<file path="src/hw/rtl/tss_pkg.sv">
// ----------------------------------------------------------------------------
// tss_pkg
// Shared types and constants of the traffic signal sequencer.
// ----------------------------------------------------------------------------
`default_nettype none

package tss_pkg;

  localparam int unsigned CFG_IDX_W  = 1;
  localparam int unsigned CFG_DATA_W = 4;
  localparam int unsigned TIME_W     = 32;
  localparam int unsigned LAMP_N     = 4;
  localparam int unsigned PHASE_W    = 2;
  localparam int unsigned LEN_W      = 15;

  localparam logic [CFG_IDX_W-1:0] CFG_DURATION   = 1'b0;
  localparam logic [CFG_IDX_W-1:0] CFG_LAMP_COUNT = 1'b1;

  localparam logic [LEN_W-1:0]  PHASE_UNIT_MS  = LEN_W'(1700);
  localparam logic [TIME_W-1:0] BRAKE_ON_MS    = TIME_W'(1000);
  localparam logic [TIME_W-1:0] RED_AFTER_MS   = TIME_W'(3000);
  localparam logic [TIME_W-1:0] BRAKE_OFF_MS   = TIME_W'(2000);

  localparam logic [PHASE_W-1:0] PHASE_CODE_GREEN  = 2'd0;
  localparam logic [PHASE_W-1:0] PHASE_CODE_YELLOW = 2'd1;
  localparam logic [PHASE_W-1:0] PHASE_CODE_RED    = 2'd2;

  localparam int unsigned LAMP_GREEN  = 0;
  localparam int unsigned LAMP_YELLOW = 1;
  localparam int unsigned LAMP_RED    = 2;
  localparam int unsigned LAMP_BRAKE  = 3;

  typedef enum logic [1:0] {
    FUNC_HEARTBEAT = 2'd0,
    FUNC_ON        = 2'd1,
    FUNC_OFF       = 2'd2
  } func_e;

  typedef enum logic [2:0] {
    PH_GREEN  = 3'b001,
    PH_YELLOW = 3'b010,
    PH_RED    = 3'b100
  } phase_e;

  typedef struct packed {
    logic                  we;
    logic [CFG_IDX_W-1:0]  idx;
    logic [CFG_DATA_W-1:0] data;
  } cfg_wr_t;

  typedef struct packed {
    logic [PHASE_W-1:0] phase;
    logic [LAMP_N-1:0]  lamps;
  } result_t;

endpackage

`default_nettype wire

</file>
<file path="src/hw/rtl/tss_core.sv">
// ----------------------------------------------------------------------------
// tss_core
// Signal state, configuration registers and the per-request update logic.
// ----------------------------------------------------------------------------
`default_nettype none

module tss_core (
  input  wire logic                        clk_i,
  input  wire logic                        rst_ni,
  input  wire tss_pkg::cfg_wr_t            cfg_i,
  input  wire logic                        step_i,
  input  wire tss_pkg::func_e              func_i,
  input  wire logic [tss_pkg::TIME_W-1:0]  now_i,
  output tss_pkg::result_t                 result_o
);

  logic [tss_pkg::CFG_DATA_W-1:0] duration_q;
  logic [tss_pkg::CFG_DATA_W-1:0] lamp_count_q;

  logic                           active_q, active_d;
  tss_pkg::phase_e                phase_q, phase_d;
  logic                           brake_q, brake_d;
  logic [tss_pkg::TIME_W-1:0]     start_q, start_d;
  logic [tss_pkg::LAMP_N-1:0]     lamps_q, lamps_d;

  logic [tss_pkg::LAMP_N-1:0]     lamp_en;
  logic [tss_pkg::LAMP_N-1:0]     lamp_set, lamp_clr;
  logic [tss_pkg::TIME_W-1:0]     elapsed;
  logic [tss_pkg::LEN_W-1:0]      phase_len;
  logic                           len_done;

  always_ff @(posedge clk_i or negedge rst_ni) begin
    if (!rst_ni) begin
      duration_q   <= '0;
      lamp_count_q <= '0;
    end else if (cfg_i.we) begin
      unique case (cfg_i.idx)
        tss_pkg::CFG_DURATION:   duration_q   <= cfg_i.data;
        tss_pkg::CFG_LAMP_COUNT: lamp_count_q <= cfg_i.data;
        default: ;
      endcase
    end
  end

  always_comb begin
    for (int i = 0; i < tss_pkg::LAMP_N; i++) begin
      lamp_en[i] = (tss_pkg::CFG_DATA_W'(i) < lamp_count_q);
    end
  end

  assign elapsed   = now_i - start_q;
  assign phase_len = tss_pkg::LEN_W'(duration_q) * tss_pkg::PHASE_UNIT_MS;
  assign len_done  = (elapsed >= tss_pkg::TIME_W'(phase_len));

  always_comb begin
    active_d = active_q;
    phase_d  = phase_q;
    brake_d  = brake_q;
    start_d  = start_q;
    lamp_set = '0;
    lamp_clr = '0;
    unique case (func_i)
      tss_pkg::FUNC_ON: begin
        brake_d  = 1'b0;
        phase_d  = tss_pkg::PH_RED;
        start_d  = '0;
        active_d = 1'b1;
      end
      tss_pkg::FUNC_OFF: begin
        brake_d  = 1'b0;
        active_d = 1'b0;
      end
      tss_pkg::FUNC_HEARTBEAT: begin
        if (lamp_count_q != '0) begin
          if (!active_q) begin
            lamp_clr = '1;
          end else begin
            unique case (phase_q)
              tss_pkg::PH_GREEN: begin
                if (brake_q) begin
                  if (elapsed >= tss_pkg::BRAKE_OFF_MS) begin
                    lamp_clr[tss_pkg::LAMP_BRAKE] = 1'b1;
                    brake_d = 1'b0;
                  end
                end else if (len_done) begin
                  lamp_clr[tss_pkg::LAMP_GREEN]  = 1'b1;
                  lamp_set[tss_pkg::LAMP_YELLOW] = 1'b1;
                  phase_d = tss_pkg::PH_YELLOW;
                  start_d = now_i;
                end
              end
              tss_pkg::PH_YELLOW: begin
                if (!brake_q) begin
                  if (elapsed >= tss_pkg::BRAKE_ON_MS &&
                      lamp_count_q > tss_pkg::CFG_DATA_W'(2)) begin
                    lamp_set[tss_pkg::LAMP_BRAKE] = 1'b1;
                    brake_d = 1'b1;
                  end
                end else if (elapsed >= tss_pkg::RED_AFTER_MS) begin
                  lamp_clr[tss_pkg::LAMP_YELLOW] = 1'b1;
                  lamp_set[tss_pkg::LAMP_RED]    = 1'b1;
                  phase_d = tss_pkg::PH_RED;
                  start_d = now_i;
                end
              end
              tss_pkg::PH_RED: begin
                if (len_done) begin
                  lamp_clr[tss_pkg::LAMP_RED]   = 1'b1;
                  lamp_set[tss_pkg::LAMP_GREEN] = 1'b1;
                  phase_d = tss_pkg::PH_GREEN;
                  start_d = now_i;
                end
              end
              default: ;
            endcase
          end
        end
      end
      default: ;
    endcase
    lamps_d = (lamps_q & ~(lamp_clr & lamp_en)) | (lamp_set & lamp_en);
  end

  always_ff @(posedge clk_i or negedge rst_ni) begin
    if (!rst_ni) begin
      active_q <= 1'b0;
      phase_q  <= tss_pkg::PH_RED;
      brake_q  <= 1'b0;
      start_q  <= '0;
      lamps_q  <= '0;
    end else if (step_i) begin
      active_q <= active_d;
      phase_q  <= phase_d;
      brake_q  <= brake_d;
      start_q  <= start_d;
      lamps_q  <= lamps_d;
    end
  end

  always_comb begin
    result_o.lamps = lamps_d;
    unique case (phase_d)
      tss_pkg::PH_GREEN:  result_o.phase = tss_pkg::PHASE_CODE_GREEN;
      tss_pkg::PH_YELLOW: result_o.phase = tss_pkg::PHASE_CODE_YELLOW;
      default:            result_o.phase = tss_pkg::PHASE_CODE_RED;
    endcase
  end

`ifndef ASSERT_OFF
  a_brake_needs_active: assert property (
    @(posedge clk_i) disable iff (!rst_ni) brake_q |-> active_q)
    else $error("brake flag set while group inactive");

  a_phase_onehot: assert property (
    @(posedge clk_i) disable iff (!rst_ni) $onehot(phase_q))
    else $error("phase register not one-hot");

  a_hold_without_step: assert property (
    @(posedge clk_i) disable iff (!rst_ni)
    !step_i |=> $stable(phase_q) && $stable(lamps_q) && $stable(start_q))
    else $error("state moved without a request");

  a_phase_change_stamps: assert property (
    @(posedge clk_i) disable iff (!rst_ni)
    step_i && func_i == tss_pkg::FUNC_HEARTBEAT && phase_d != phase_q
    |=> start_q == $past(now_i))
    else $error("phase change did not record its timestamp");
`endif

endmodule

`default_nettype wire

</file>
<file path="src/hw/rtl/traffic_signal_sequencer.sv">
// ----------------------------------------------------------------------------
// traffic_signal_sequencer
// Model traffic signal: green, yellow, red and brake lamps stepped by
// heartbeat requests carrying a millisecond timestamp.
// ----------------------------------------------------------------------------
// Usage:
//   s_axis: one request per beat; tuser is the command (heartbeat, switch on,
//   switch off), tdata the 32-bit millisecond timestamp.
//   m_axis: one result per request, the lamp states and phase after it.
//   cfg: register writes (duration code, lamp count), always ready; write
//   only while no request is in flight.
//   m_axis_tvalid rises once the request has passed the input register and
//   then the output register. One request per cycle is sustained while m_axis
//   does not stall: an input register feeds the state update, and the result
//   lands in an output register in the same cycle.
//   If m_axis stalls, the output register holds and the input register takes
//   one more request; s_axis_tready then drops until the result is taken.
//   Reset clears the group to inactive, phase red, all lamps dark and both
//   configuration registers to zero.
// ----------------------------------------------------------------------------
`default_nettype none

module traffic_signal_sequencer (
  input  wire logic                            clk_i,
  input  wire logic                            rst_ni,
  input  wire logic                            cfg_valid_i,
  output      logic                            cfg_ready_o,
  input  wire logic [tss_pkg::CFG_IDX_W-1:0]   cfg_index_i,
  input  wire logic [tss_pkg::CFG_DATA_W-1:0]  cfg_data_i,
  input  wire logic                            s_axis_tvalid,
  output      logic                            s_axis_tready,
  input  wire logic [31:0]                     s_axis_tdata,  // [31:0] now_ms
  input  wire logic [1:0]                      s_axis_tuser,  // [1:0] func
  output      logic                            m_axis_tvalid,
  input  wire logic                            m_axis_tready,
  // [0] green_lamp, [1] yellow_lamp, [2] red_lamp, [3] brake_lamp,
  // [5:4] phase, [7:6] zero
  output      logic [7:0]                      m_axis_tdata
);

  logic                         in_valid_q, in_valid_d;
  tss_pkg::func_e               in_func_q;
  logic [tss_pkg::TIME_W-1:0]   in_now_q;
  logic                         out_valid_q, out_valid_d;
  tss_pkg::result_t             out_q;
  tss_pkg::result_t             result;
  tss_pkg::cfg_wr_t             cfg_wr;
  logic                         s_accept, advance, step;

  assign cfg_ready_o = 1'b1;
  assign cfg_wr.we   = cfg_valid_i;
  assign cfg_wr.idx  = cfg_index_i;
  assign cfg_wr.data = cfg_data_i;

  assign advance       = !out_valid_q || m_axis_tready;
  assign step          = in_valid_q && advance;
  assign s_axis_tready = !in_valid_q || advance;
  assign s_accept      = s_axis_tvalid && s_axis_tready;

  assign in_valid_d  = s_accept || (in_valid_q && !step);
  assign out_valid_d = advance ? in_valid_q : out_valid_q;

  always_ff @(posedge clk_i or negedge rst_ni) begin
    if (!rst_ni) begin
      in_valid_q  <= 1'b0;
      out_valid_q <= 1'b0;
    end else begin
      in_valid_q  <= in_valid_d;
      out_valid_q <= out_valid_d;
    end
  end

  always_ff @(posedge clk_i) begin
    if (s_accept) begin
      in_func_q <= tss_pkg::func_e'(s_axis_tuser);
      in_now_q  <= s_axis_tdata;
    end
    if (step) begin
      out_q <= result;
    end
  end

  tss_core u_core (
    .clk_i    (clk_i),
    .rst_ni   (rst_ni),
    .cfg_i    (cfg_wr),
    .step_i   (step),
    .func_i   (in_func_q),
    .now_i    (in_now_q),
    .result_o (result)
  );

  assign m_axis_tvalid = out_valid_q;
  assign m_axis_tdata  = {2'b00, out_q.phase, out_q.lamps};

endmodule

`default_nettype wire
</file>
<file path="config.mk">
export PLATFORM = sky130hd
export DESIGN_NAME = traffic_signal_sequencer
export DESIGN_NICKNAME = d
export VERILOG_FILES = /design/src/hw/rtl/tss_pkg.sv /design/src/hw/rtl/tss_core.sv /design/src/hw/rtl/traffic_signal_sequencer.sv
export SDC_FILE = /design/constraint.sdc
export NUM_CORES = 1
export LEC_CHECK = 0
export BUFFER_PORTS_ARGS = -buffer_cell sky130_fd_sc_hd__buf_4
export CAP_MARGIN = 20
export CORE_MARGIN = 2
export CORE_UTILIZATION = 40
export DETAILED_ROUTE_END_ITERATION = 8
export GPL_TIMING_DRIVEN = 0
export SLEW_MARGIN = 0
export SYNTH_ARGS = -nofsm -noshare
export SYNTH_HDL_FRONTEND = slang
export SYNTH_HIERARCHICAL = 1
export SYNTH_SLANG_ARGS = --single-unit
</file>
<file path="constraint.sdc">
create_clock -name clk_i -period 5.14 [get_ports clk_i]
set_input_delay 0.514 -clock clk_i [delete_from_list [all_inputs] [get_ports clk_i]]
set_output_delay 0.514 -clock clk_i [all_outputs]
set_load 0.02 [all_outputs]
</file>
==> qor.csv, run 1 <==
metric,value,unit
status,"complete, no violations",
XOR/XNOR Fraction of Synth Area,3.29,%
area occupied by multi-input gates,4010,um^2
register area,2480,um^2
Post-Synth Adder-Cell Area,12.0,%
post-synthesis register bit count,91,
total wire length,16.7,mm
Area Overhead vs Synth,14.2,%
"EDFF count, synth",40,
core area,17100,um^2
prevailing post-synth register cell,dfrtp_1,
Antenna Nets Post-Route,0,
layout cell share with drive strength beyond 1,18.2,%
synthesized-area fraction occupied by and/or/nand/nor cells,14.9,%
RSZ-0062 raised after global routing,false,
CTS tree,done,
FMAX,0.216,GHz
DP HPWL,12.7,mm
syn avg cell area,9.78,um^2
placer congestion estimate,0.912,
most frequent cells in the layout,"ha_1 (63), buf_4 (56), nand2_1 (56)",
Synth Area in Compound Gates,25.4,%
VDD IR max,0.163,mV
drt drc,0,
skew final,8.66,ps
final count of hold timing violations,0,
"Seq/Total Area, Yosys",35.8,%
CP Data Required Time,5430,ps
later-pin clock latency in the skew report,350,ps
Tcrit/Tclk final,90.1,%
Total GRT Usage,19.1,%
DR WL/cell,16.7,um
clk sinks,91,
clk buf depth,2,
DR vias/cell,5.58,
DR iter-0 viols,462,
Lkg Pwr,3.30,nW
largest net degree at the start of global routing,52,
Top Ports,55,
# H-tree levels,3,
Crit Path Class,flip-flop to flip-flop,
max_slew headroom,37.5,%
die width,136,um
# resized after CTS,0,
Cell Count Post-Placement,985,
via count,5582,
post-CTS setup buffer count,0,
setup TNS,0,ps
DP Area,7590,um^2
Unique masters post-synth,88,
die area,18400,um^2
# port buffers,51,
first-pass GRT wire length,27.6,mm
Critical Path Sink Type,flip-flop,
fillers,1639,
max-cap viol count,0,
CP Launch Type,flip-flop,
DR pass1 iterations,5,
YS warnings,6,
Starting Density,40.4,%
Hold Path Class,input port to asynchronous set/reset pin,
worst path arrival time,4930,ps
Hold Worst Slack,214,ps
Die Y,136,um
final instance area,7900,um^2
Clock transition at path regs,70,ps
cells after synthesis,708,
"non-filler cells, final",1001,
clk root buf,clkbuf_16,
# setup viols final,0,
fraction of registers with async set/reset,56.0,%
"commonest non-fill, non-tap cell in the layout",ha_1,
measured slew at the worst slew-check pin,932,ps
antenna cells,0,
Crit Path Max Fanout,10,
Syn Std Cell Area,6920,um^2
mux contribution to synthesized area,2.15,%
hold_buf cts,0,
Nets,880,
Final Max Slew Viols,0,
Rows,48,
number of global-route vias before repair,5563,
minimum clock period,4630,ps
CTS Buf Count,9,
power density over cell area,399,nW/um^2
total gr overflow,0,
antenna violations before repair,0,
largest family of logic cells by synthesized area,compound AO/OA/AOI/OAI gates,
cells in the mapped netlist (5+ instances only):
cell      count  area (um^2)
a21o_1       13         97.6
a21oi_1      48          240
a22o_1       38          333
a31oi_1       6         37.5
and3_1        7         43.8
buf_2        15         75.1
buf_4         5         37.5
clkbuf_1      5         18.8
dfrtp_1      50         1250
edfxtp_1     40         1200
ha_1         63          788
inv_1        54          203
mux2_2        7         78.8
mux2i_1       7         70.1
nand2_1      56          210
nand2b_1     15         93.8
nand3_1      13         65.1
nand4_1       9         56.3
nor2_1       39          146
nor2b_1       8         50.1
nor3_1        9         45.0
o211ai_1      9         67.6
o21a_1       10         75.1
o21ai_0      27          135
o21ai_1       5         25.0
o21bai_1      7         52.6
o22ai_1       5         31.3
or3_1         7         43.8
xnor2_1      14          123
xor2_1       12          105
power by group:
group / internal, W / switching [W]
clock: 0.000394 / 0.000298
combinational: 0.000637 / 0.000893
sequential: 0.000859 / 0.0000710
total: 0.00189 / 0.00126
cells by family (layout without fill, tap and decap cells):
kind of cell,Yosys count,count (layout)
fa+ha+maj,65,65
other cells,2,3
simple gates,195,195
flops,91,91
compound gates,228,228
xor+xnor,26,26
buf+inv,87,154
mux,14,14
worst max-delay path: stages, from the launching register on:
cell,delay (ps)
dfrtp_1,400
ha_1,230
fa_1,400
nand2b_1,190
a21oi_2,250
o2111ai_2,200
nand2_1,120
xor2_1,370
ha_1,220
nand4_1,100
a2111oi_0,470
o22ai_1,250
nand2_1,110
nand2_1,50
a21o_1,180
buf_6,140
nor2_2,390
buf_2,320
a22o_1,170
layout make-up:
cell class                 instances  share of cell area, %
sequential                        91                   31.4
inverter                          55                   2.61
multi-input combinational        531                   50.7
clock buffer                      10                   3.02
clock inverter                     6                  0.918
tap                              225                   3.56
timing repair buffer              51                   4.84
buffer                            32                   2.99
final timing paths:
| path | cells after the start | slack, ps | from | endpoint |
|---|---|---|---|---|
| max | 18 | 510 | u_core/start_q[0] | u_core/start_q[29] |
| min | 1 | 210 | rst_ni | u_core/start_q[18] |
| max reg2reg | 18 | 510 | u_core/start_q[0] | u_core/start_q[29] |
| min reg2reg | 1 | 500 | u_core/start_q[8] | u_core/start_q[8] |
| max in group asynchronous | 1 | 4450 | rst_ni | u_core/phase_q[1] |
| min in group clk_i | 1 | 330 | s_axis_tdata[26] | in_now_q[26] |
stage by stage:
step / worst slack (ps) / power (W) / utilization [%]
global placement: 536 / 0.00241 / 44.3
floorplan: 1300 / 0.00209 / -
detailed placement: 510 / 0.00246 / 44.3
finish: 508 / 0.00315 / 46.2
CTS: 454 / 0.00318 / 46.2
global route: 113 / 0.00340 / 46.2
state kept, by name (all words and copies together), names as in the netlist:
| name | cells |
|---|---|
| u_core/start_q | 32 |
| u_core/duration_q | 4 |
| u_core/active_q | 1 |
| u_core/lamp_count_q | 4 |
| u_core/brake_q | 1 |
| in_now_q | 32 |
| in_func_q | 2 |
| m_axis_tdata | 6 |
| u_core/lamps_q | 4 |
| in_valid_q | 1 |
| m_axis_tvalid | 1 |
| u_core/phase_q | 3 |
routing by layer:
| layer | track usage, % | part of all wire, % |
|---|---|---|
| met5 | 0 | 0 |
| met4 | 7.93 | 2.3 |
| met3 | 2.77 | 3.7 |
| met2 | 29.9 | 45 |
| met1 | 26.4 | 49 |
(Power assumes the default switching activity.)
==> run 2, diff against run 1 <==
--- a/config.mk
+++ b/config.mk
@@ -11,6 +11,7 @@
 export CORE_UTILIZATION = 40
 export DETAILED_ROUTE_END_ITERATION = 8
 export GPL_TIMING_DRIVEN = 0
+export REMOVE_ABC_BUFFERS = 1
 export SLEW_MARGIN = 0
 export SYNTH_ARGS = -nofsm -noshare
 export SYNTH_HDL_FRONTEND = slang
==> run 2 against run 1 <==
  * Sequential cell count unchanged
  * Global-route usage fell by 0.69 points
  * Largest cell class unchanged
  * Largest power group unchanged
  * Power grew 0.72%
  * Routed wire length decreased by 3.1%
  * Die area unchanged
  * Clock power increased by 11%
==> qor.csv, run 2 (synthesis results as in run 1) <==
metric,value,unit
later-pin clock latency in the skew report,360,ps
core area,17100,um^2
CP Launch Point,u_core/start_q[0],
CP Launch Type,flip-flop,
total gr overflow,0,
Crit Path Class,flip-flop to flip-flop,
number of global-route vias before repair,5436,
post-CTS setup buffer count,0,
CTS Buf Count,9,
clk root buf,clkbuf_16,
fillers,1670,
Die Y,136,um
Worst Setup EP,m_axis_tdata[5],
Critical Path Sink Type,flip-flop,
status,"complete, no violations",
via count,5428,
final count of hold timing violations,0,
minimum clock period,4700,ps
Crit Path Max Fanout,4,
Tcrit/Tclk final,91.5,%
# H-tree levels,3,
total wire length,16.2,mm
CP Data Required Time,5240,ps
worst path cell trace,ha_1 -> fa_1 -> nand2b_1 -> a21oi_2 -> o2111ai_2 -> nand2_1 -> xor2_1 -> ha_1 -> nand4_1 -> a2111oi_0 -> o22ai_1 -> o21ai_0 -> a21oi_1 -> and4_1 -> a211oi_1 -> or3_1 -> nand3_1,
Total GRT Usage,18.4,%
final instance area,7720,um^2
measured slew at the worst slew-check pin,936,ps
# setup viols final,0,
grt met2 use,28.3,%
"Largest delay share family, worst path",compound AO/OA/AOI/OAI gates,
DR pass1 iterations,6,
max-cap viol count,0,
RSZ-0062 raised after global routing,false,
layer with the highest usage,met2,
antenna cells,0,
DR vias/cell,5.60,
routing usage on met3,3.29,%
skew final,10.2,ps
Register-to-Register Setup Slack,440,ps
most frequent cells in the layout,"ha_1 (63), nand2_1 (56), inv_1 (54)",
clk sinks,91,
layout cell share with drive strength beyond 1,15.3,%
"commonest non-fill, non-tap cell in the layout",ha_1,
largest net degree at the start of global routing,52,
die area,18400,um^2
Top Ports,55,
Clock transition at path regs,70,ps
Nets,849,
reg2reg end,m_axis_tdata[5],
VDD IR max,0.210,mV
antenna violations before repair,0,
met1 Track Usage GR,25.7,%
Hold Path Class,input port to asynchronous set/reset pin,
Rows,48,
die width,136,um
# port buffers,51,
first-pass GRT wire length,27.0,mm
worst path arrival time,4800,ps
Antenna Nets Post-Route,0,
Lkg Pwr,3.17,nW
setup TNS,0,ps
FMAX,0.213,GHz
DP HPWL,12.3,mm
DR WL/cell,16.7,um
"Slowest-stage cell, CP",a2111oi_0,
area occupied by multi-input gates,4010,um^2
Starting Density,40.4,%
number of cells on the worst reg-to-reg path,17,
Crit path depth,17,
Area Overhead vs Synth,11.5,%
Crit path top cell by count,ha_1,
CTS tree,done,
DR iter-0 viols,420,
CP bufs+invs,0,
clk buf depth,2,
placer congestion estimate,0.892,
CP max stage delay,520,ps
DP Area,7370,um^2
Final Max Slew Viols,0,
max_slew headroom,37.3,%
register area,2480,um^2
power density over cell area,411,nW/um^2
worst reg2reg path startpoint,u_core/start_q[0],
drt drc,0,
[run 2: through the flow]
step	cells	total power (W)	hold slack (ps)	utilization (%)	worst slack, ps
floorplan	677	0.00205	218	-	1240
global placement	953	0.00235	488	43.0	102
detailed placement	954	0.00240	491	43.1	377
CTS	970	0.00319	231	45.1	323
global route	970	0.00342	253	45.1	57.7
finish	970	0.00317	203	45.1	437
[run 2: routing by layer]
| metal | vias to the layer above | part of all wire [%] |
|---|---|---|
| met4 | 0 | 2.4 |
| li1 | 2687 | - |
| met2 | 116 | 45 |
| met5 | - | 0 |
| met1 | 2597 | 50 |
| met3 | 28 | 3.4 |
[run 2: worst reg2reg max path: cells and delay by family (launching register included)]
family                   cells  cell delay, ps
AND/OR/NAND/NOR              6             890
flip-flops                   1             400
AO/OA/AOI/OAI                7            1930
XOR/XNOR                     1             370
adder cells (fa/ha/maj)      3             850
[run 2: area by class of cell]
class / count / share of cell area, %
clock inverters: 6 / 1.48
well taps: 225 / 3.65
inverters: 55 / 2.68
multi-input cells: 531 / 52.0
clock buffers: 10 / 2.97
repair buffers: 52 / 5.16
flip-flops and latches: 91 / 32.1
[run 2: what timing repair did]
item / 4_1_cts / 5_1_grt
gates resized for setup: 0 / 1
hold endpoints to repair: 0 / 0
hold buffers: 0 / 0
setup endpoints to repair: 0 / 21
[run 2: how the worst min path moves through the flow]
stage                         endpoint  slack, ps  cells past startpoint
finish              u_core/start_q[31]        200                      1
global route        u_core/start_q[31]        250                      1
CTS                 u_core/start_q[31]        230                      1
detailed placement  u_core/start_q[17]        490                      1
global placement    u_core/start_q[15]        490                      1
floorplan                   in_valid_q        220                      0
[run 2: power breakdown]
part	switching [W]	internal, W	total [W]
combinational	0.000871	0.000606	0.00148
clock	0.000289	0.000477	0.000766
sequential	0.0000731	0.000859	0.000933
